**src/bpt_pkg.sv**
```systemverilog
// ----------------------------------------------------------------------------
// bpt_pkg - shared types and constants of the byte pattern text parser
// character codes, default buffer size and controller/datapath interface
// ----------------------------------------------------------------------------
`timescale 1ns / 1ps
`default_nettype none

package bpt_pkg;

   // default quoted text buffer depth
   localparam int MAX_TEXT_DEFAULT = 32;

   localparam logic [7:0] CH_QUESTION = 8'h3F;
   localparam logic [7:0] CH_COMMA    = 8'h2C;
   localparam logic [7:0] CH_SEMI     = 8'h3B;
   localparam logic [7:0] CH_QUOTE    = 8'h22;
   localparam logic [7:0] CH_SPACE    = 8'h20;
   localparam logic [7:0] MASK_EXACT  = 8'hFF;
   localparam logic [7:0] MASK_WILD   = 8'h00;

   // commands from controller to datapath
   typedef struct packed {
      logic capture;     // latch an input beat
      logic step;        // apply one tokeniser step
      logic store;       // append char to the quote buffer
      logic quote_end;   // close the quote, drop the buffer
      logic idx_clr;
      logic idx_inc;
      logic mem_rd;      // read buffer at the index
      logic emit_rd;     // emit buffer read data as an exact byte
      logic rep_start;   // unclosed quote at end: drop the quote, start reparse
      logic release_mid; // pass a held result on, not final
      logic flush_nib;   // emit a waiting nibble
      logic finish;      // final result out, state back to reset
   } bpt_cmd_type;

   // status from datapath to controller
   typedef struct packed {
      logic quote_open;
      logic char_quote;
      logic len_zero;
      logic idx_last;
      logic end_flag;
      logic step_emit;
      logic step_again;
      logic push_ok;
      logic out_free;
      logic pend;
   } bpt_sts_type;

endpackage

`default_nettype wire

```
**src/byte_pattern_text_parser_core.sv**
```systemverilog
// ----------------------------------------------------------------------------
// byte_pattern_text_parser_core - streaming byte pattern text parser
// turns pattern text, one character per beat, into (value, mask) byte pairs
// ----------------------------------------------------------------------------
// usage
//  - req channel: one text character per beat, req_end_of_text on the final one
//  - rsp channel: one (value, mask) pair per beat; rsp_last marks the final
//    result of a string, an end marker (rsp_has_byte low) stands in when the
//    final character yields nothing
//  - an ordinary character is taken by a capture and one tokeniser step,
//    both issued by the controller; a character that flushes a waiting
//    nibble takes a second tokeniser step
//  - a closing quote reads each buffered byte through the buffer read port
//    and then emits it; an unclosed quote at end of text is reparsed by
//    reading each buffered character and running tokeniser steps on it
//  - one result is held back inside so the final one can carry rsp_last
//  - a stalled receiver holds the output register and, once the held slot
//    is also full, stops the tokeniser; no result is lost
//  - reset clears tokeniser and quote state and empties both result registers
//  - quoted text beyond MAX_TEXT characters is dropped, and
//    rsp_text_overflow is set on every later result of the same string
// ----------------------------------------------------------------------------
`timescale 1ns / 1ps
`default_nettype none

module byte_pattern_text_parser_core #(
   parameter int MAX_TEXT = bpt_pkg::MAX_TEXT_DEFAULT
) (
   input  wire        clock,
   input  wire        reset,
   // request beats
   input  wire        req_valid,
   output logic       req_ready,
   input  wire [7:0]  req_char_code,
   input  wire        req_end_of_text,
   // result beats
   output logic       rsp_valid,
   input  wire        rsp_ready,
   output logic [7:0] rsp_pattern_value,
   output logic [7:0] rsp_pattern_mask,
   output logic       rsp_has_byte,
   output logic       rsp_text_overflow,
   output logic       rsp_last
);
   import bpt_pkg::*;

   // command and status between sequencer and datapath
   bpt_cmd_type cmd;
   bpt_sts_type sts;

   // state machine: character steps, quote flush, end-of-text reparse
   bpt_controller u_ctrl (
      .clock     (clock),
      .reset     (reset),
      .req_valid (req_valid),
      .req_ready (req_ready),
      .cmd       (cmd),
      .sts       (sts)
   );

   // tokeniser, quote buffer memory, held result and output register
   bpt_datapath #(
      .MAX_TEXT (MAX_TEXT)
   ) u_dp (
      .clock             (clock),
      .reset             (reset),
      .req_char_code     (req_char_code),
      .req_end_of_text   (req_end_of_text),
      .cmd               (cmd),
      .sts               (sts),
      .rsp_ready         (rsp_ready),
      .rsp_valid         (rsp_valid),
      .rsp_pattern_value (rsp_pattern_value),
      .rsp_pattern_mask  (rsp_pattern_mask),
      .rsp_has_byte      (rsp_has_byte),
      .rsp_text_overflow (rsp_text_overflow),
      .rsp_last          (rsp_last)
   );

endmodule

`default_nettype wire

```
**src/bpt_datapath.sv**
```systemverilog
// ----------------------------------------------------------------------------
// bpt_datapath - tokeniser state, quote buffer and result registers
// one tokeniser step per command, one held result ahead of the output stage
// ----------------------------------------------------------------------------
`timescale 1ns / 1ps
`default_nettype none

module bpt_datapath #(
   parameter int MAX_TEXT = bpt_pkg::MAX_TEXT_DEFAULT
) (
   input  wire                  clock,
   input  wire                  reset,
   input  wire [7:0]            req_char_code,
   input  wire                  req_end_of_text,
   input  bpt_pkg::bpt_cmd_type cmd,
   output bpt_pkg::bpt_sts_type sts,
   input  wire                  rsp_ready,
   output logic                 rsp_valid,
   output logic [7:0]           rsp_pattern_value,
   output logic [7:0]           rsp_pattern_mask,
   output logic                 rsp_has_byte,
   output logic                 rsp_text_overflow,
   output logic                 rsp_last
);
   import bpt_pkg::*;

   localparam int AW = (MAX_TEXT > 1) ? $clog2(MAX_TEXT) : 1;
   localparam int LW = $clog2(MAX_TEXT + 1);

   logic [7:0]    mem [MAX_TEXT];
   logic [7:0]    rd_data_ff;

   logic [7:0]    char_ff, char_in;
   logic          end_ff, end_in;
   logic [3:0]    nib_ff, nib_in;
   logic          pend_ff, pend_in;
   logic          qs_ff, qs_in;
   logic          inside_ff, inside_in;
   logic [LW-1:0] len_ff, len_in;
   logic          ovf_ff, ovf_in;
   logic [AW-1:0] idx_ff, idx_in;
   logic          rep_ff, rep_in;

   logic          hold_valid_ff, hold_valid_in;
   logic [7:0]    hold_value_ff, hold_value_in;
   logic [7:0]    hold_mask_ff, hold_mask_in;
   logic          hold_ovf_ff, hold_ovf_in;

   logic          out_valid_ff, out_valid_in;
   logic [7:0]    out_value_ff, out_value_in;
   logic [7:0]    out_mask_ff, out_mask_in;
   logic          out_has_ff, out_has_in;
   logic          out_ovf_ff, out_ovf_in;
   logic          out_last_ff, out_last_in;

   // tokeniser step
   logic [7:0]    s_c;
   logic          s_hv;
   logic [3:0]    s_h;
   logic          s_sep;
   logic          s_emit;
   logic [7:0]    s_val;
   logic [7:0]    s_mask;
   logic          s_again;
   logic          s_nib_load;
   logic          s_pend_set;
   logic          s_pend_clr;
   logic          s_qs_next;
   logic          s_open;

   logic          em_valid;
   logic [7:0]    em_val;
   logic [7:0]    em_mask;
   logic          out_free;
   logic          push_ok;

   always_comb begin
      // during a reparse the tokeniser works on buffer read data
      s_c = rep_ff ? rd_data_ff : char_ff;
      s_hv = 1'b0;
      s_h = s_c[3:0];
      if (s_c inside {[8'h30:8'h39]}) begin
         s_hv = 1'b1;
      end else if (s_c inside {[8'h61:8'h66], [8'h41:8'h46]}) begin
         s_hv = 1'b1;
         s_h = s_c[3:0] + 4'd9;
      end
      s_sep = s_c inside {CH_SPACE, [8'h09:8'h0D], CH_COMMA, CH_SEMI};

      s_emit = 1'b0;
      s_val = 8'h00;
      s_mask = MASK_WILD;
      s_again = 1'b0;
      s_nib_load = 1'b0;
      s_pend_set = 1'b0;
      s_pend_clr = 1'b0;
      s_qs_next = qs_ff;
      s_open = 1'b0;
      if (pend_ff) begin
         // a waiting nibble completes or is flushed first
         s_emit = 1'b1;
         s_mask = MASK_EXACT;
         s_pend_clr = 1'b1;
         if (s_hv) begin
            s_val = {nib_ff, s_h};
         end else begin
            s_val = {4'h0, nib_ff};
            s_again = 1'b1;
         end
      end else begin
         s_qs_next = 1'b0;
         if (!(qs_ff && s_c == CH_QUESTION) && !s_sep) begin
            if (s_c == CH_QUESTION) begin
               s_emit = 1'b1;
               s_qs_next = 1'b1;
            end else if (s_c == CH_QUOTE) begin
               s_open = 1'b1;
            end else if (s_hv) begin
               s_nib_load = 1'b1;
               s_pend_set = 1'b1;
            end
         end
      end
   end

   always_comb begin
      out_free = !out_valid_ff || rsp_ready;
      push_ok = !hold_valid_ff || out_free;

      em_valid = 1'b0;
      em_val = 8'h00;
      em_mask = MASK_EXACT;
      if (cmd.step && s_emit) begin
         em_valid = 1'b1;
         em_val = s_val;
         em_mask = s_mask;
      end else if (cmd.emit_rd) begin
         em_valid = 1'b1;
         em_val = rd_data_ff;
      end else if (cmd.flush_nib) begin
         em_valid = 1'b1;
         em_val = {4'h0, nib_ff};
      end
   end

   always_comb begin
      char_in = char_ff;
      end_in = end_ff;
      nib_in = nib_ff;
      pend_in = pend_ff;
      qs_in = qs_ff;
      inside_in = inside_ff;
      len_in = len_ff;
      ovf_in = ovf_ff;
      idx_in = idx_ff;
      rep_in = rep_ff;
      hold_valid_in = hold_valid_ff;
      hold_value_in = hold_value_ff;
      hold_mask_in = hold_mask_ff;
      hold_ovf_in = hold_ovf_ff;
      out_valid_in = out_valid_ff && !rsp_ready;
      out_value_in = out_value_ff;
      out_mask_in = out_mask_ff;
      out_has_in = out_has_ff;
      out_ovf_in = out_ovf_ff;
      out_last_in = out_last_ff;

      if (cmd.capture) begin
         char_in = req_char_code;
         end_in = req_end_of_text;
      end
      if (cmd.step) begin
         qs_in = s_qs_next;
         if (s_nib_load) nib_in = s_h;
         if (s_pend_set) pend_in = 1'b1;
         if (s_pend_clr) pend_in = 1'b0;
         if (s_open) begin
            inside_in = 1'b1;
            len_in = '0;
         end
      end
      if (cmd.flush_nib) pend_in = 1'b0;
      if (cmd.store) begin
         if (len_ff < LW'(MAX_TEXT)) begin
            len_in = len_ff + 1'b1;
         end else begin
            ovf_in = 1'b1;
         end
      end
      if (cmd.quote_end) begin
         inside_in = 1'b0;
         len_in = '0;
      end
      if (cmd.rep_start) begin
         inside_in = 1'b0;
         rep_in = 1'b1;
      end
      if (cmd.idx_clr || cmd.rep_start) idx_in = '0;
      if (cmd.idx_inc) idx_in = idx_ff + 1'b1;

      // new result goes to the held slot, the held one moves on
      if (em_valid) begin
         if (hold_valid_ff) begin
            out_valid_in = 1'b1;
            out_value_in = hold_value_ff;
            out_mask_in = hold_mask_ff;
            out_has_in = 1'b1;
            out_ovf_in = hold_ovf_ff;
            out_last_in = 1'b0;
         end
         hold_valid_in = 1'b1;
         hold_value_in = em_val;
         hold_mask_in = em_mask;
         hold_ovf_in = ovf_ff;
      end
      if (cmd.release_mid && hold_valid_ff) begin
         out_valid_in = 1'b1;
         out_value_in = hold_value_ff;
         out_mask_in = hold_mask_ff;
         out_has_in = 1'b1;
         out_ovf_in = hold_ovf_ff;
         out_last_in = 1'b0;
         hold_valid_in = 1'b0;
      end
      if (cmd.finish) begin
         out_valid_in = 1'b1;
         out_last_in = 1'b1;
         if (hold_valid_ff) begin
            out_value_in = hold_value_ff;
            out_mask_in = hold_mask_ff;
            out_has_in = 1'b1;
            out_ovf_in = hold_ovf_ff;
         end else begin
            // end marker
            out_value_in = 8'h00;
            out_mask_in = MASK_WILD;
            out_has_in = 1'b0;
            out_ovf_in = ovf_ff;
         end
         hold_valid_in = 1'b0;
         nib_in = 4'h0;
         pend_in = 1'b0;
         qs_in = 1'b0;
         inside_in = 1'b0;
         len_in = '0;
         ovf_in = 1'b0;
         rep_in = 1'b0;
      end
   end

   always_ff @(posedge clock) begin
      if (cmd.store && len_ff < LW'(MAX_TEXT)) begin
         mem[len_ff[AW-1:0]] <= char_ff;
      end
      if (cmd.mem_rd) begin
         rd_data_ff <= mem[idx_ff];
      end
   end

   always_ff @(posedge clock) begin
      char_ff <= char_in;
      end_ff <= end_in;
      hold_value_ff <= hold_value_in;
      hold_mask_ff <= hold_mask_in;
      hold_ovf_ff <= hold_ovf_in;
      out_value_ff <= out_value_in;
      out_mask_ff <= out_mask_in;
      out_has_ff <= out_has_in;
      out_ovf_ff <= out_ovf_in;
      out_last_ff <= out_last_in;
      if (reset) begin
         nib_ff <= 4'h0;
         pend_ff <= 1'b0;
         qs_ff <= 1'b0;
         inside_ff <= 1'b0;
         len_ff <= '0;
         ovf_ff <= 1'b0;
         idx_ff <= '0;
         rep_ff <= 1'b0;
         hold_valid_ff <= 1'b0;
         out_valid_ff <= 1'b0;
      end else begin
         nib_ff <= nib_in;
         pend_ff <= pend_in;
         qs_ff <= qs_in;
         inside_ff <= inside_in;
         len_ff <= len_in;
         ovf_ff <= ovf_in;
         idx_ff <= idx_in;
         rep_ff <= rep_in;
         hold_valid_ff <= hold_valid_in;
         out_valid_ff <= out_valid_in;
      end
   end

   always_comb begin
      sts.quote_open = inside_ff;
      sts.char_quote = (char_ff == CH_QUOTE);
      sts.len_zero = (len_ff == '0);
      sts.idx_last = ((LW'(idx_ff) + 1'b1) == len_ff);
      sts.end_flag = end_ff;
      sts.step_emit = s_emit;
      sts.step_again = s_again;
      sts.push_ok = push_ok;
      sts.out_free = out_free;
      sts.pend = pend_ff;
   end

   assign rsp_valid = out_valid_ff;
   assign rsp_pattern_value = out_value_ff;
   assign rsp_pattern_mask = out_mask_ff;
   assign rsp_has_byte = out_has_ff;
   assign rsp_text_overflow = out_ovf_ff;
   assign rsp_last = out_last_ff;

endmodule

`default_nettype wire

```
**src/bpt_controller.sv**
```systemverilog
// ----------------------------------------------------------------------------
// bpt_controller - sequencing state machine of the pattern parser
// walks each character, quote flushes and end-of-text reparse
// ----------------------------------------------------------------------------
`timescale 1ns / 1ps
`default_nettype none

module bpt_controller (
   input  wire                  clock,
   input  wire                  reset,
   input  wire                  req_valid,
   output logic                 req_ready,
   output bpt_pkg::bpt_cmd_type cmd,
   input  bpt_pkg::bpt_sts_type sts
);
   import bpt_pkg::*;

   localparam logic [3:0] S_IDLE     = 4'd0;
   localparam logic [3:0] S_CHAR     = 4'd1;
   localparam logic [3:0] S_FLUSH_RD = 4'd2;
   localparam logic [3:0] S_FLUSH_EM = 4'd3;
   localparam logic [3:0] S_FIN      = 4'd4;
   localparam logic [3:0] S_REP_RD   = 4'd5;
   localparam logic [3:0] S_REP_CH   = 4'd6;
   localparam logic [3:0] S_END      = 4'd7;

   logic [3:0] state_ff, state_in;

   always_comb begin
      state_in = state_ff;
      cmd = '0;
      req_ready = 1'b0;
      case (state_ff)
         S_IDLE: begin
            req_ready = 1'b1;
            if (req_valid) begin
               cmd.capture = 1'b1;
               state_in = S_CHAR;
            end
         end
         S_CHAR: begin
            if (sts.quote_open) begin
               if (sts.char_quote) begin
                  if (sts.len_zero) begin
                     cmd.quote_end = 1'b1;
                     state_in = S_FIN;
                  end else begin
                     cmd.idx_clr = 1'b1;
                     state_in = S_FLUSH_RD;
                  end
               end else begin
                  cmd.store = 1'b1;
                  state_in = S_FIN;
               end
            end else if (!sts.step_emit || sts.push_ok) begin
               cmd.step = 1'b1;
               if (!sts.step_again) state_in = S_FIN;
            end
         end
         S_FLUSH_RD: begin
            cmd.mem_rd = 1'b1;
            state_in = S_FLUSH_EM;
         end
         S_FLUSH_EM: begin
            if (sts.push_ok) begin
               cmd.emit_rd = 1'b1;
               if (sts.idx_last) begin
                  cmd.quote_end = 1'b1;
                  state_in = S_FIN;
               end else begin
                  cmd.idx_inc = 1'b1;
                  state_in = S_FLUSH_RD;
               end
            end
         end
         S_FIN: begin
            if (sts.end_flag) begin
               if (sts.quote_open) begin
                  cmd.rep_start = 1'b1;
                  state_in = sts.len_zero ? S_END : S_REP_RD;
               end else begin
                  state_in = S_END;
               end
            end else if (sts.push_ok) begin
               cmd.release_mid = 1'b1;
               req_ready = 1'b1;
               if (req_valid) begin
                  cmd.capture = 1'b1;
                  state_in = S_CHAR;
               end else begin
                  state_in = S_IDLE;
               end
            end
         end
         S_REP_RD: begin
            cmd.mem_rd = 1'b1;
            state_in = S_REP_CH;
         end
         S_REP_CH: begin
            if (!sts.step_emit || sts.push_ok) begin
               cmd.step = 1'b1;
               if (!sts.step_again) begin
                  if (sts.idx_last) begin
                     state_in = S_END;
                  end else begin
                     cmd.idx_inc = 1'b1;
                     state_in = S_REP_RD;
                  end
               end
            end
         end
         S_END: begin
            if (sts.pend) begin
               if (sts.push_ok) cmd.flush_nib = 1'b1;
            end else if (sts.out_free) begin
               cmd.finish = 1'b1;
               state_in = S_IDLE;
            end
         end
         default: begin
            state_in = S_IDLE;
         end
      endcase
   end

   always_ff @(posedge clock) begin
      if (reset) begin
         state_ff <= S_IDLE;
      end else begin
         state_ff <= state_in;
      end
   end

endmodule

`default_nettype wire

```
**config.mk**
```make
export PLATFORM = sky130hd
export DESIGN_NAME = byte_pattern_text_parser_core
export DESIGN_NICKNAME = d
export VERILOG_FILES = /design/src/bpt_pkg.sv /design/src/byte_pattern_text_parser_core.sv /design/src/bpt_datapath.sv /design/src/bpt_controller.sv
export SDC_FILE = /design/constraint.sdc
export NUM_CORES = 1
export LEC_CHECK = 0
export BUFFER_PORTS_ARGS = -buffer_cell sky130_fd_sc_hd__buf_2
export CAP_MARGIN = 20
export CORE_ASPECT_RATIO = 1.75
export CORE_MARGIN = 2
export CORE_UTILIZATION = 50
export DETAILED_ROUTE_END_ITERATION = 16
export GPL_TIMING_DRIVEN = 1
export PLACE_DENSITY = 0.75
export SLEW_MARGIN = 20
export SYNTH_ARGS = -nofsm -noshare
export SYNTH_HDL_FRONTEND = slang
export SYNTH_SLANG_ARGS = --single-unit
```
**constraint.sdc**
```tcl
create_clock -name clock -period 3.5 [get_ports clock]
set_input_delay 0.35 -clock clock [delete_from_list [all_inputs] [get_ports clock]]
set_output_delay 0.35 -clock clock [all_outputs]
set_load 0.005 [all_outputs]
```
==> results of run 1 <==
placed cells by master (no fill, tap or decap), drive strengths merged, types with 8 or more instances in the layout:
cell type,synthesis,layout
nor3,13,13
a22o,8,8
inv,17,19
edfxtp,294,294
mux4,80,80
nor2b,17,17
o21ai,11,11
dfxtp,26,26
and2,9,9
mux2i,10,10
dlygate4sd3,0,8
nand3,17,17
clkbuf,18,41
nor2,60,60
a21oi,23,23
ha,10,10
nand3b,10,10
nand2,56,56
buf,25,71
sequential cells by signal, summed over array words and instances, names as in the netlist:
register and cells:
u_dp.rsp_valid 1, u_dp.end_ff 1, u_dp.hold_ovf_ff 1, u_dp.mem 256, u_dp.pend_ff 1, u_dp.inside_ff 1
u_dp.rsp_last 1, u_dp.idx_ff 5, u_ctrl.state_ff 3, u_dp.rsp_pattern_value 8, u_dp.nib_ff 4, u_dp.hold_value_ff 8
u_dp.ovf_ff 1, u_dp.hold_mask_ff 1, u_dp.rsp_text_overflow 1, u_dp.rsp_pattern_mask 1, u_dp.char_ff 8, u_dp.rsp_has_byte 1
u_dp.qs_ff 1, u_dp.hold_valid_ff 1, u_dp.len_ff 6, u_dp.rep_ff 1, u_dp.rd_data_ff 8
repair_timing:
action	in CTS	in global routing
hold buffers	7	1
setup buffers	0	0
hold endpoints to repair	7	1
stage by stage:
| step | utilization [%] | setup WS, ps | power [W] |
|---|---|---|---|
| finish | 57.1 | 418 | 0.00761 |
| CTS | 57.1 | 528 | 0.00766 |
| global placement | 53.4 | 554 | 0.00461 |
| global route | 57.1 | 239 | 0.00781 |
| detailed placement | 53.4 | 542 | 0.00461 |
| floorplan | - | 91.9 | 0.00449 |
layer usage:
layer / GRT usage (%) / part of all wire, % / up-vias
li1: - / - / 3267
met1: 23.4 / 35 / 3790
met2: 39.6 / 54 / 259
met3: 2.56 / 4.3 / 83
met4: 13.1 / 6.7 / 0
met5: 0 / 0 / -
power groups by stage:
stage          sequential, W  clock [W]  combinational [W]
2_1_floorplan        0.00435          0           0.000138
3_3_place_gp         0.00432          0           0.000288
3_5_place_dp         0.00432          0           0.000292
4_1_cts              0.00424    0.00313           0.000299
5_1_grt              0.00424    0.00325           0.000324
6_report             0.00424    0.00308           0.000300
critical path: cells and delay by family (launching register included):
kind	cells	cell delay [ps]
buffers and inverters	1	180
AOI/OAI and AO/OA	5	1320
and+or+nand+nor	2	410
DFF	1	600
adders and majority gates	1	190
muxes	1	280
cells by family after synthesis:
logic type / share of synthesized area, %
AOI/OAI and AO/OA: 4.70
xor gates and xnor gates: 0.518
adders and majority gates: 0.925
buffers and inverters: 2.08
DFF: 69.1
muxes: 14.5
and+or+nand+nor: 8.14
area by class of cell:
class                   instances  share of cell area [%]
clock buffers                  41                    5.20
clock inverters                 9                   0.807
inverters                      17                   0.420
multi-input cells             414                    25.6
flip-flops and latches        320                    61.6
well taps                     324                    2.67
repair buffers                 79                    3.66
worst paths after layout:
kind / end / slack [ps] / cells after the start
max reg2reg: u_ctrl.state_ff[0] / 420 / 10
min reg2reg: u_dp.rsp_last / 440 / 2
max: u_ctrl.state_ff[0] / 420 / 10
min: u_dp.char_ff[0] / 50 / 1
==> out/summary.txt, run 1 <==
Most frequent cell after synthesis = edfxtp_1
Number of H-tree levels = 1
Distinct cells, synth = 76
Syn Nets = 817
Worst vdd ir = 0.000365 V
Multi-input combinational cell area = 3890 um^2
Storage cell area = 9350 um^2
WL/cell = 24.9 um
Hold WC Path Type = input port to flip-flop
Global Route Usage Sum = 21.6%
Overflow after GRT = 0
Die width = 128 um
I/O Pins = 34
Synth Flop Type = edfxtp_1
Slew HR = 48.5%
Share of layout cells above drive strength 1 = 24.7%
Leak = 4.89 nW
Layout Cells excl Fill = 1204
First-pass GRT wire length = 45.5 mm
Clock tree root buffer cell = clkbuf_16
Share of the synthesized area in the top cell type = 65.3%
Worst setup SP type = flip-flop
Number of flops mapped to enable cells by yosys = 294
Post-CTS sizing = 0
Worst Path Max Fanout = 8
Yosys reg bits = 320
Maximum number of pins on one net before global-route repair = 69
Outcome = finished, final reports clean
Average size of a mapped cell = 17.0 um^2
Final ANT Viol Nets = 0
Area contributors post-synth = edfxtp_1, mux4_2, dfxtp_1
Critical path's slowest cell = dfxtp_1
Hold path start = req_char_code[0]
Initial antenna violation count = 0
Worst EP required = 3990 ps
Crit path kind = flip-flop to flip-flop
Yosys top cell by area = edfxtp_1
Crit. Startpoint = u_dp.rep_ff
Cell mode on critical path = a21oi_1
Clock period minus final worst setup slack = 3080 ps
Commonest cells in the netlist = edfxtp_1, mux4_2, nor2_1, nand2_1, dfxtp_1
Dpl cell area = 14200 um^2
CTS max path bufs = 3
Element type at the critical path end = flip-flop
Sequential share of the synthesized area = 69.1%
Worst path arrival time = 3580 ps
Core Box Area = 26600 um^2
TritonCTS Buffers = 27
Pwr per Cell Area = 501 nW/um^2
Clock Pin Slew Worst Setup and Hold Paths = 70 ps
Vias per cell = 6.15
Slew @ Worst Pin = 770 ps
Fillers = 1916
Syn Inst Count = 794
Setup_tns = 0 ps
CTS tree = built
Crit share post-route = 88.0%
Net count, final = 882
PortBufs = 33
RR Startpoint = u_dp.rep_ff
ANT cells = 0
Clock latency at the later pin of the worst-skew pair = 570 ps
Final hold violations = 0
Post-synthesis async set-or-reset flop share = 0%
Row count = 79
DP HPWL = 19.7 mm
Die area = 28400 um^2
GPL Wtd Cong = 0.942
Clk sinks = 320
RSZ-0062 raised after global routing = false
Critical-path cell list = mux2i_1 > buf_4 > ha_1 > nor2_1 > a21oi_1 > a2bb2oi_1 > a21oi_2 > a211o_1 > or3_1 > a21oi_1
Flop pwr share = 55.6%
Synthesized cell area = 13500 um^2
MaxCap Viol Count = 0
Routed wire length = 30.0 mm
Synth Warn # = 0
DRT iter0 DRCs = 616
Worst path max stage delay = 600 ps
Clock power frac = 40.4%
Vias in the first global route = 7672
Sw frac = 20.7%
Hold slack final = 51.4 ps
P_sw = 0.00158 W
Combinational Power Share = 3.9%
Post-layout instance area = 15200 um^2
Die height = 222 um
Dpl cells = 1146
Detailed Routing Iterations Pass 1 = 6
Slew Viols, Final = 0
Remaining DRCs = 0
Synthesis-to-layout area growth = 12.3%
Internal power = 0.00604 W
Setup violations, final = 0
Setup Skew = 13.4 ps
Vias = 7399
Initial Util = 50.9%
Fmax = 325 MHz
No activity file was read; power rests on OpenSTA's default activity.
==> run 2: changes to the inputs <==
Settings changed: BUFFER_PORTS_ARGS -buffer_cell sky130_fd_sc_hd__buf_2 to -buffer_cell sky130_fd_sc_hd__buf_4, PLACE_DENSITY 0.75 to 0.72.
Clock period 3.5 ns to 3 ns, I/O delays scaled along.
==> run 2 against run 1 <==
Die area unchanged. Worst hold slack better by 37 ps. Power up 20%. Register-to-register slack lost 210 ps. Clock-buffer cell count decreased by 9. Combinational power increased by 24%. Non-clock buffer count down 1. Critical path depth did not move. Sequential share of layout area is 0.78 points lower. First-iteration DRC count increased by 3.9%. Worst setup slack got worse by 210 ps.
==> out/summary.txt, run 2 (synthesis gave the netlist of run 1 again) <==
MaxCap Viol Count = 0 (unchanged)
I/O Pins = 34 (unchanged)
TritonCTS Buffers = 29 (+7.4%)
Commonest non-fill, non-tap cell in the layout = edfxtp_1
Reg-to-reg slack, setup = 210 ps (-210 ps)
Cell mode on critical path = a21oi_2
Clock latency at the later pin of the worst-skew pair = 580 ps (about the same)
Vias per cell = 6.17 (+0.48%)
First-pass GRT wire length = 46.2 mm (+1.5%)
Slew HR = 46.0% (-2.5 points)
Synthesis-to-layout area growth = 13.7%
Multi-input combinational cell area = 3910 um^2 (+0.45%)
Critical path's slowest cell = a2111oi_4
RSZ-0062 raised after global routing = false
CTS tree = built
Die area = 28400 um^2 (unchanged)
Fillers = 1966 (+2.6%)
Element type at the critical path end = flip-flop
Worst vdd ir = 0.000454 V (+24%)
Clock tree root buffer cell = clkbuf_16
Setup Skew = 14.1 ps (+0.750 ps)
WL/cell = 25.1 um (+0.80%)
Global Route Usage Sum = 21.9% (+0.25 points)
Worst path bufs/invs = 1 (unchanged)
Clock Pin Slew Worst Setup and Hold Paths = 70 ps (about the same)
Detailed Routing Iterations Pass 1 = 5 (-1)
Worst setup SP type = flip-flop
PortBufs = 33 (unchanged)
RR Startpoint = u_dp.rep_ff
Die height = 222 um (unchanged)
Commonest non-fill, non-tap cells in the layout = edfxtp_1, mux4_2, buf_4
Crit share post-route = 93.0% (+5.0 points)
Largest register FFs = 256 (unchanged)
Net count, final = 883 (+0.11%)
Core Box Area = 26600 um^2 (unchanged)
Clock period minus final worst setup slack = 2790 ps (-291 ps)
PnR worst setup slack = 210 ps (-209 ps)
FF-to-FF path depth = 10 (unchanged)
Row count = 79 (unchanged)
Final ANT Viol Nets = 0 (unchanged)
CP delay by family, top = compound AO/OA/AOI/OAI gates
Remaining DRCs = 0 (unchanged)
Worst Hold Path EP = u_dp.rsp_valid
Storage cell area = 9350 um^2 (unchanged)
Post-layout instance area = 15400 um^2 (+1.3%)
Util after Layout = 57.8% (+0.73 points)
Pwr per Cell Area = 595 nW/um^2 (+19%)
ANT cells = 0 (unchanged)
Dpl cell area = 14300 um^2 (+0.72%)
DRT iter0 DRCs = 640 (+3.9%)
Number of H-tree levels = 1 (unchanged)
Critical-path cell list = mux2i_1 > buf_4 > ha_1 > or2_1 > a21oi_2 > a2111oi_4 > a21oi_2 > a211o_1 > or3_1 > a21oi_1
GPL Wtd Cong = 1.03 (+9.5%)
Worst slack, placed = 239 ps (-303 ps)
Leak = 4.95 nW (+1.1%)
Worst path max stage delay = 430 ps (-170 ps)
Outcome = finished, final reports clean
Slew Viols, Final = 0 (unchanged)
Post-CTS sizing = 0 (unchanged)
Setup_tns = 0 ps (unchanged)
Fmax = 358 MHz (+10%)
Maximum number of pins on one net before global-route repair = 69 (unchanged)
Initial antenna violation count = 0 (unchanged)
Slew @ Worst Pin = 807 ps (+37.1 ps)
CTS max path bufs = 3 (unchanged)
Reg2Reg Capture Point = u_ctrl.state_ff[0]
Crit path kind = flip-flop to flip-flop
Final hold violations = 0 (unchanged)
Pwr Total = 0.00916 W (+20%)
Setup violations, final = 0 (unchanged)
DP HPWL = 20.4 mm (+3.7%)
Share of layout cells above drive strength 1 = 24.6% (-0.056 points)
Vias = 7447 (+0.65%)
Hold WC Path Type = input port to flip-flop
Worst EP required = 3510 ps (-480 ps)
Worst path arrival time = 3300 ps (-280 ps)
Die width = 128 um (unchanged)
Routed wire length = 30.3 mm (+0.96%)
Hold path start = rsp_ready
Overflow after GRT = 0 (unchanged)
Clk sinks = 320 (unchanged)
Vias in the first global route = 7615 (-0.74%)
Hold depth = 3 (+2)
Worst Path Max Fanout = 5 (-3)
Initial Util = 50.9% (unchanged)
## run 2: cell count changes in the layout (fill, tap and decap cells not counted), moves of 2 or more
cell,delta
buf_2,-33
buf_4,+28
clkinv_1,+8
bufinv_16,+3
clkbuf_1,-6
buf_12,+2
clkbuf_8,-4
dlygate4sd3_1,+2
## run 2: how the worst max path moves through the flow
stage	cells after the start	to	slack [ps]	from
5_1_grt	7	u_dp.mem[13][2]	40	u_ctrl.state_ff[0]
6_report	10	u_ctrl.state_ff[0]	210	u_dp.rep_ff
3_3_place_gp	7	u_dp.mem[1][5]	250	u_dp.char_ff[5]
3_5_place_dp	7	u_dp.mem[25][3]	240	u_dp.char_ff[5]
2_1_floorplan	9	u_dp.rsp_has_byte	40	u_dp.char_ff[0]
4_1_cts	10	u_ctrl.state_ff[0]	230	u_dp.rep_ff
## run 2: cell type report
type                            count  share of cell area (%)
Clock buffer                       32                    4.79
Clock inverter                     21                    1.61
Inverter                           17                   0.415
Multi-Input combinational cell    414                    25.4
Sequential cell                   320                    60.8
Tap cell                          324                    2.64
Timing Repair Buffer               78                    4.30
## run 2: repair_timing
action	in CTS	in global routing
hold endpoints to repair	14	0
hold buffers	10	0
buffers inserted	0	0
## run 2: tightest hold or removal path, cell delays in order
cell	delay (ps)
buf_4	80
nor2b_1	60
o21a_1	180
## run 2: stage by stage
| stage | instances | hold slack, ps |
|---|---|---|
| 2_1_floorplan | 794 | 399 |
| 3_3_place_gp | 1143 | 433 |
| 3_5_place_dp | 1143 | 441 |
| 4_1_cts | 1206 | 76.7 |
| 5_1_grt | 1206 | 103 |
| 6_report | 1206 | 88.8 |
## run 2: metal layers
metal | track usage (%) | vias to the layer above | wire length (um)
met5 | 0 | - | 0
met4 | 10.4 | 0 | 1510
met3 | 3.23 | 80 | 1600
met2 | 40.0 | 296 | 16700
met1 | 24.7 | 3806 | 10400
li1 | - | 3265 | -
## run 2: power by group
group / switching [W] / leakage, nW / total [W] / internal [W]
Combinational: 0.000245 / 1.62 / 0.000373 / 0.000127
Clock: 0.00163 / 0.474 / 0.00384 / 0.00221
Sequential: 0.0000262 / 2.85 / 0.00495 / 0.00492
==> run 3: changes to the inputs <==
Settings changed: ABC_AREA set to 1, CELL_PAD_IN_SITES_DETAIL_PLACEMENT set to 0, CELL_PAD_IN_SITES_GLOBAL_PLACEMENT set to 2, CORE_UTILIZATION 50 to 43, PLACE_DENSITY 0.72 to 0.85.
==> run 3 against run 2 <==
Sequential power is 9.1% higher. Cell area is 4.0% higher. Critical endpoint is now u_dp.rsp_text_overflow. Fmax is 8.3% higher. Largest cell class unchanged. Largest power group unchanged. Critical path type unchanged.
==> out/summary.txt, run 3 <==
Element type at the critical path end = flip-flop
TritonCTS Buffers = 29 (unchanged)
Final ANT Viol Nets = 0 (unchanged)
# hold bufs at CTS = 10 (unchanged)
Hold path start = rsp_ready
Detailed Routing Iterations Pass 1 = 5 (unchanged)
Share of the synthesized area in the top cell type = 63.8% (-1.5 points)
Yosys top cell by area = edfxtp_1
Cell mode on critical path = nand3_2
Number of flops mapped to enable cells by yosys = 294 (unchanged)
MaxCap Viol Count = 0 (unchanged)
DP HPWL = 25.3 mm (+24%)
Reg-to-reg slack, setup = 420 ps (+210 ps)
Vias = 9470 (+27%)
Reg2Reg Capture Point = u_dp.rsp_text_overflow
Routed wire length = 36.6 mm (+21%)
GPL Wtd Cong = 0.824 (-20%)
Sequential share of the synthesized area = 67.5% (-1.6 points)
Remaining DRCs = 0 (unchanged)
Worst vdd ir = 0.000588 V (+30%)
PortBufs = 33 (unchanged)
Worst path max stage delay = 670 ps (+240 ps)
Clock latency at the later pin of the worst-skew pair = 580 ps (about the same)
Row count = 86 (+8.9%)
WL/cell = 21.5 um (-15%)
Maximum number of pins on one net before global-route repair = 49 (-29%)
Number of H-tree levels = 1 (unchanged)
Post-CTS sizing = 0 (unchanged)
FF-to-FF path depth = 11 (+1)
RR Startpoint = u_dp.rep_ff
Postcts setup bufs = 0 (unchanged)
Crit. Startpoint = u_dp.rep_ff
Synth Warn # = 0 (unchanged)
Global Route Usage Sum = 21.7% (-0.24 points)
Die height = 241 um (+8.9%)
Slew HR = 37.5% (-8.5 points)
Worst path arrival time = 2780 ps (-520 ps)
Fillers = 2817 (+43%)
Dpl cells = 1641 (+44%)
Synthesis-to-layout area growth = 15.6%
Vias in the first global route = 9453 (+24%)
Worst Path Max Fanout = 14 (+9)
Fmax = 388 MHz (+8.3%)
RSZ-0062 raised after global routing = false
Setup violations, final = 0 (unchanged)
Util after Layout = 50.6% (-7.3 points)
Distinct cells, synth = 39 (-49%)
Commonest cells in the netlist = edfxtp_1, nor2_1, o21ai_0, nand2_1, inv_1
Slew @ Worst Pin = 937 ps (+130 ps)
Crit path kind = flip-flop to flip-flop
DRT iter0 DRCs = 502 (-22%)
I/O Pins = 34 (unchanged)
Outcome = finished, final reports clean
Largest register FFs = 256 (unchanged)
Commonest non-fill, non-tap cells in the layout = edfxtp_1, nor2_1, o21ai_0
Layout Cells excl Fill = 1705 (+41%)
Worst Hold Path EP = u_dp.rsp_valid
Setup Skew = 14.5 ps (+0.431 ps)
Syn Nets = 1230 (+51%)
Worst EP required = 3200 ps (-310 ps)
ANT cells = 0 (unchanged)
Critical path's slowest cell = dfxtp_1
Crit share post-route = 85.8% (-7.2 points)
Worst setup SP type = flip-flop
Hold WC Path Type = input port to flip-flop
Initial antenna violation count = 0 (unchanged)
Clock tree root buffer cell = clkbuf_16
First-pass GRT wire length = 55.0 mm (+19%)
Clock period minus final worst setup slack = 2580 ps (-215 ps)
Clock Pin Slew Worst Setup and Hold Paths = 70 ps (about the same)
Synthesized cell area = 13800 um^2 (+2.3%)
Area contributors post-synth = edfxtp_1, nor2_1, o21ai_0
Most frequent cell after synthesis = edfxtp_1
Die area = 33700 um^2 (+19%)
Hold depth = 4 (+1)
CTS max path bufs = 3 (unchanged)
Synth Flop Type = edfxtp_1
Leak = 5.58 nW (+13%)
Core Box Area = 31600 um^2 (+19%)
Slew Viols, Final = 0 (unchanged)
CTS tree = built
Yosys reg bits = 320 (unchanged)
Average size of a mapped cell = 11.5 um^2 (-33%)
Syn Inst Count = 1207 (+52%)
Initial Util = 43.8% (-7.1 points)
Critical-path cell list = o21ai_2 > inv_1 > ha_1 > inv_1 > nor2_2 > nand3_2 > nand2_4 > nand3_2 > nand3_2 > nand2_1 > nand2_1
Pwr per Cell Area = 700 nW/um^2 (+18%)
Overflow after GRT = 0 (unchanged)
Commonest non-fill, non-tap cell in the layout = edfxtp_1
Final hold violations = 0 (unchanged)
Die width = 140 um (+8.8%)
Vias per cell = 5.55 (-10%)
Net count, final = 1309 (+48%)
Post-synthesis async set-or-reset flop share = 0% (unchanged)
Clk sinks = 320 (unchanged)
Setup_tns = 0 ps (unchanged)
Share of layout cells above drive strength 1 = 16.7% (-7.9 points)
==> run 3: per-layer routing <==
layer  vias up  routed length (um)  track usage (%)
li1       4479                   -                -
met1      4624               13000             22.7
met2       283               20000             41.6
met3        84                1570             2.59
met4         0                2100             12.2
met5         -                   0                0
==> run 3: area by class of cell <==
cell class	instances	area, um^2	share of cell area (%)
clock inverter	23	282	1.76
clock buffer	31	733	4.58
inverter	85	320	2.00
tap	396	495	3.10
timing repair buffer	114	943	5.90
sequential	320	9350	58.5
multi-input combinational	736	3870	24.2
==> run 3: cell families (layout without fill, tap and decap cells) <==
| group | count (synthesis) | after routing | synth area share, % |
|---|---|---|---|
| AND/OR/NAND/NOR | 457 | 457 | 15.2 |
| AO/OA/AOI/OAI | 267 | 267 | 11.7 |
| flip-flops | 320 | 320 | 67.5 |
| XOR/XNOR | 2 | 2 | 0.127 |
| buffers and inverters | 151 | 253 | 4.52 |
| adder cells (fa/ha/maj) | 10 | 10 | 0.904 |
==> run 3: how the worst max path moves through the flow <==
stage | endpoint | cells after the start
floorplan | u_dp.rsp_has_byte | 11
global placement | u_dp.rsp_pattern_mask[6] | 11
detailed placement | u_dp.rsp_pattern_mask[6] | 11
CTS | u_dp.rsp_pattern_value[4] | 11
global route | u_dp.rsp_last | 14
finish | u_dp.rsp_text_overflow | 11
==> run 3: worst max-delay path, delay by kind of cell (launching register included) <==
| kind | cells | cell delay (ps) |
|---|---|---|
| buf+inv | 2 | 210 |
| flops | 1 | 670 |
| simple gates | 7 | 950 |
| compound gates | 1 | 210 |
| fa+ha+maj | 1 | 150 |
==> run 3: report_power, final <==
part | leakage [nW] | internal, W | switching (W)
clock | 0.487 | 0.00223 | 0.00170
sequential | 2.86 | 0.00525 | 0.000150
combinational | 2.23 | 0.000551 | 0.00133
==> run 3: stage by stage <==
| stage | setup WS (ps) | power, W | hold WS [ps] | instance area (um^2) |
|---|---|---|---|---|
| 6_report | 425 | 0.0112 | 78.8 | 16000 |
| 5_1_grt | 169 | 0.0116 | 102 | 16000 |
| 4_1_cts | 396 | 0.0113 | 69.7 | 16000 |
| 3_5_place_dp | 429 | 0.00737 | 435 | 14900 |
| 3_3_place_gp | 463 | 0.00735 | 413 | 14900 |
| 2_1_floorplan | 517 | 0.00661 | 399 | 13800 |
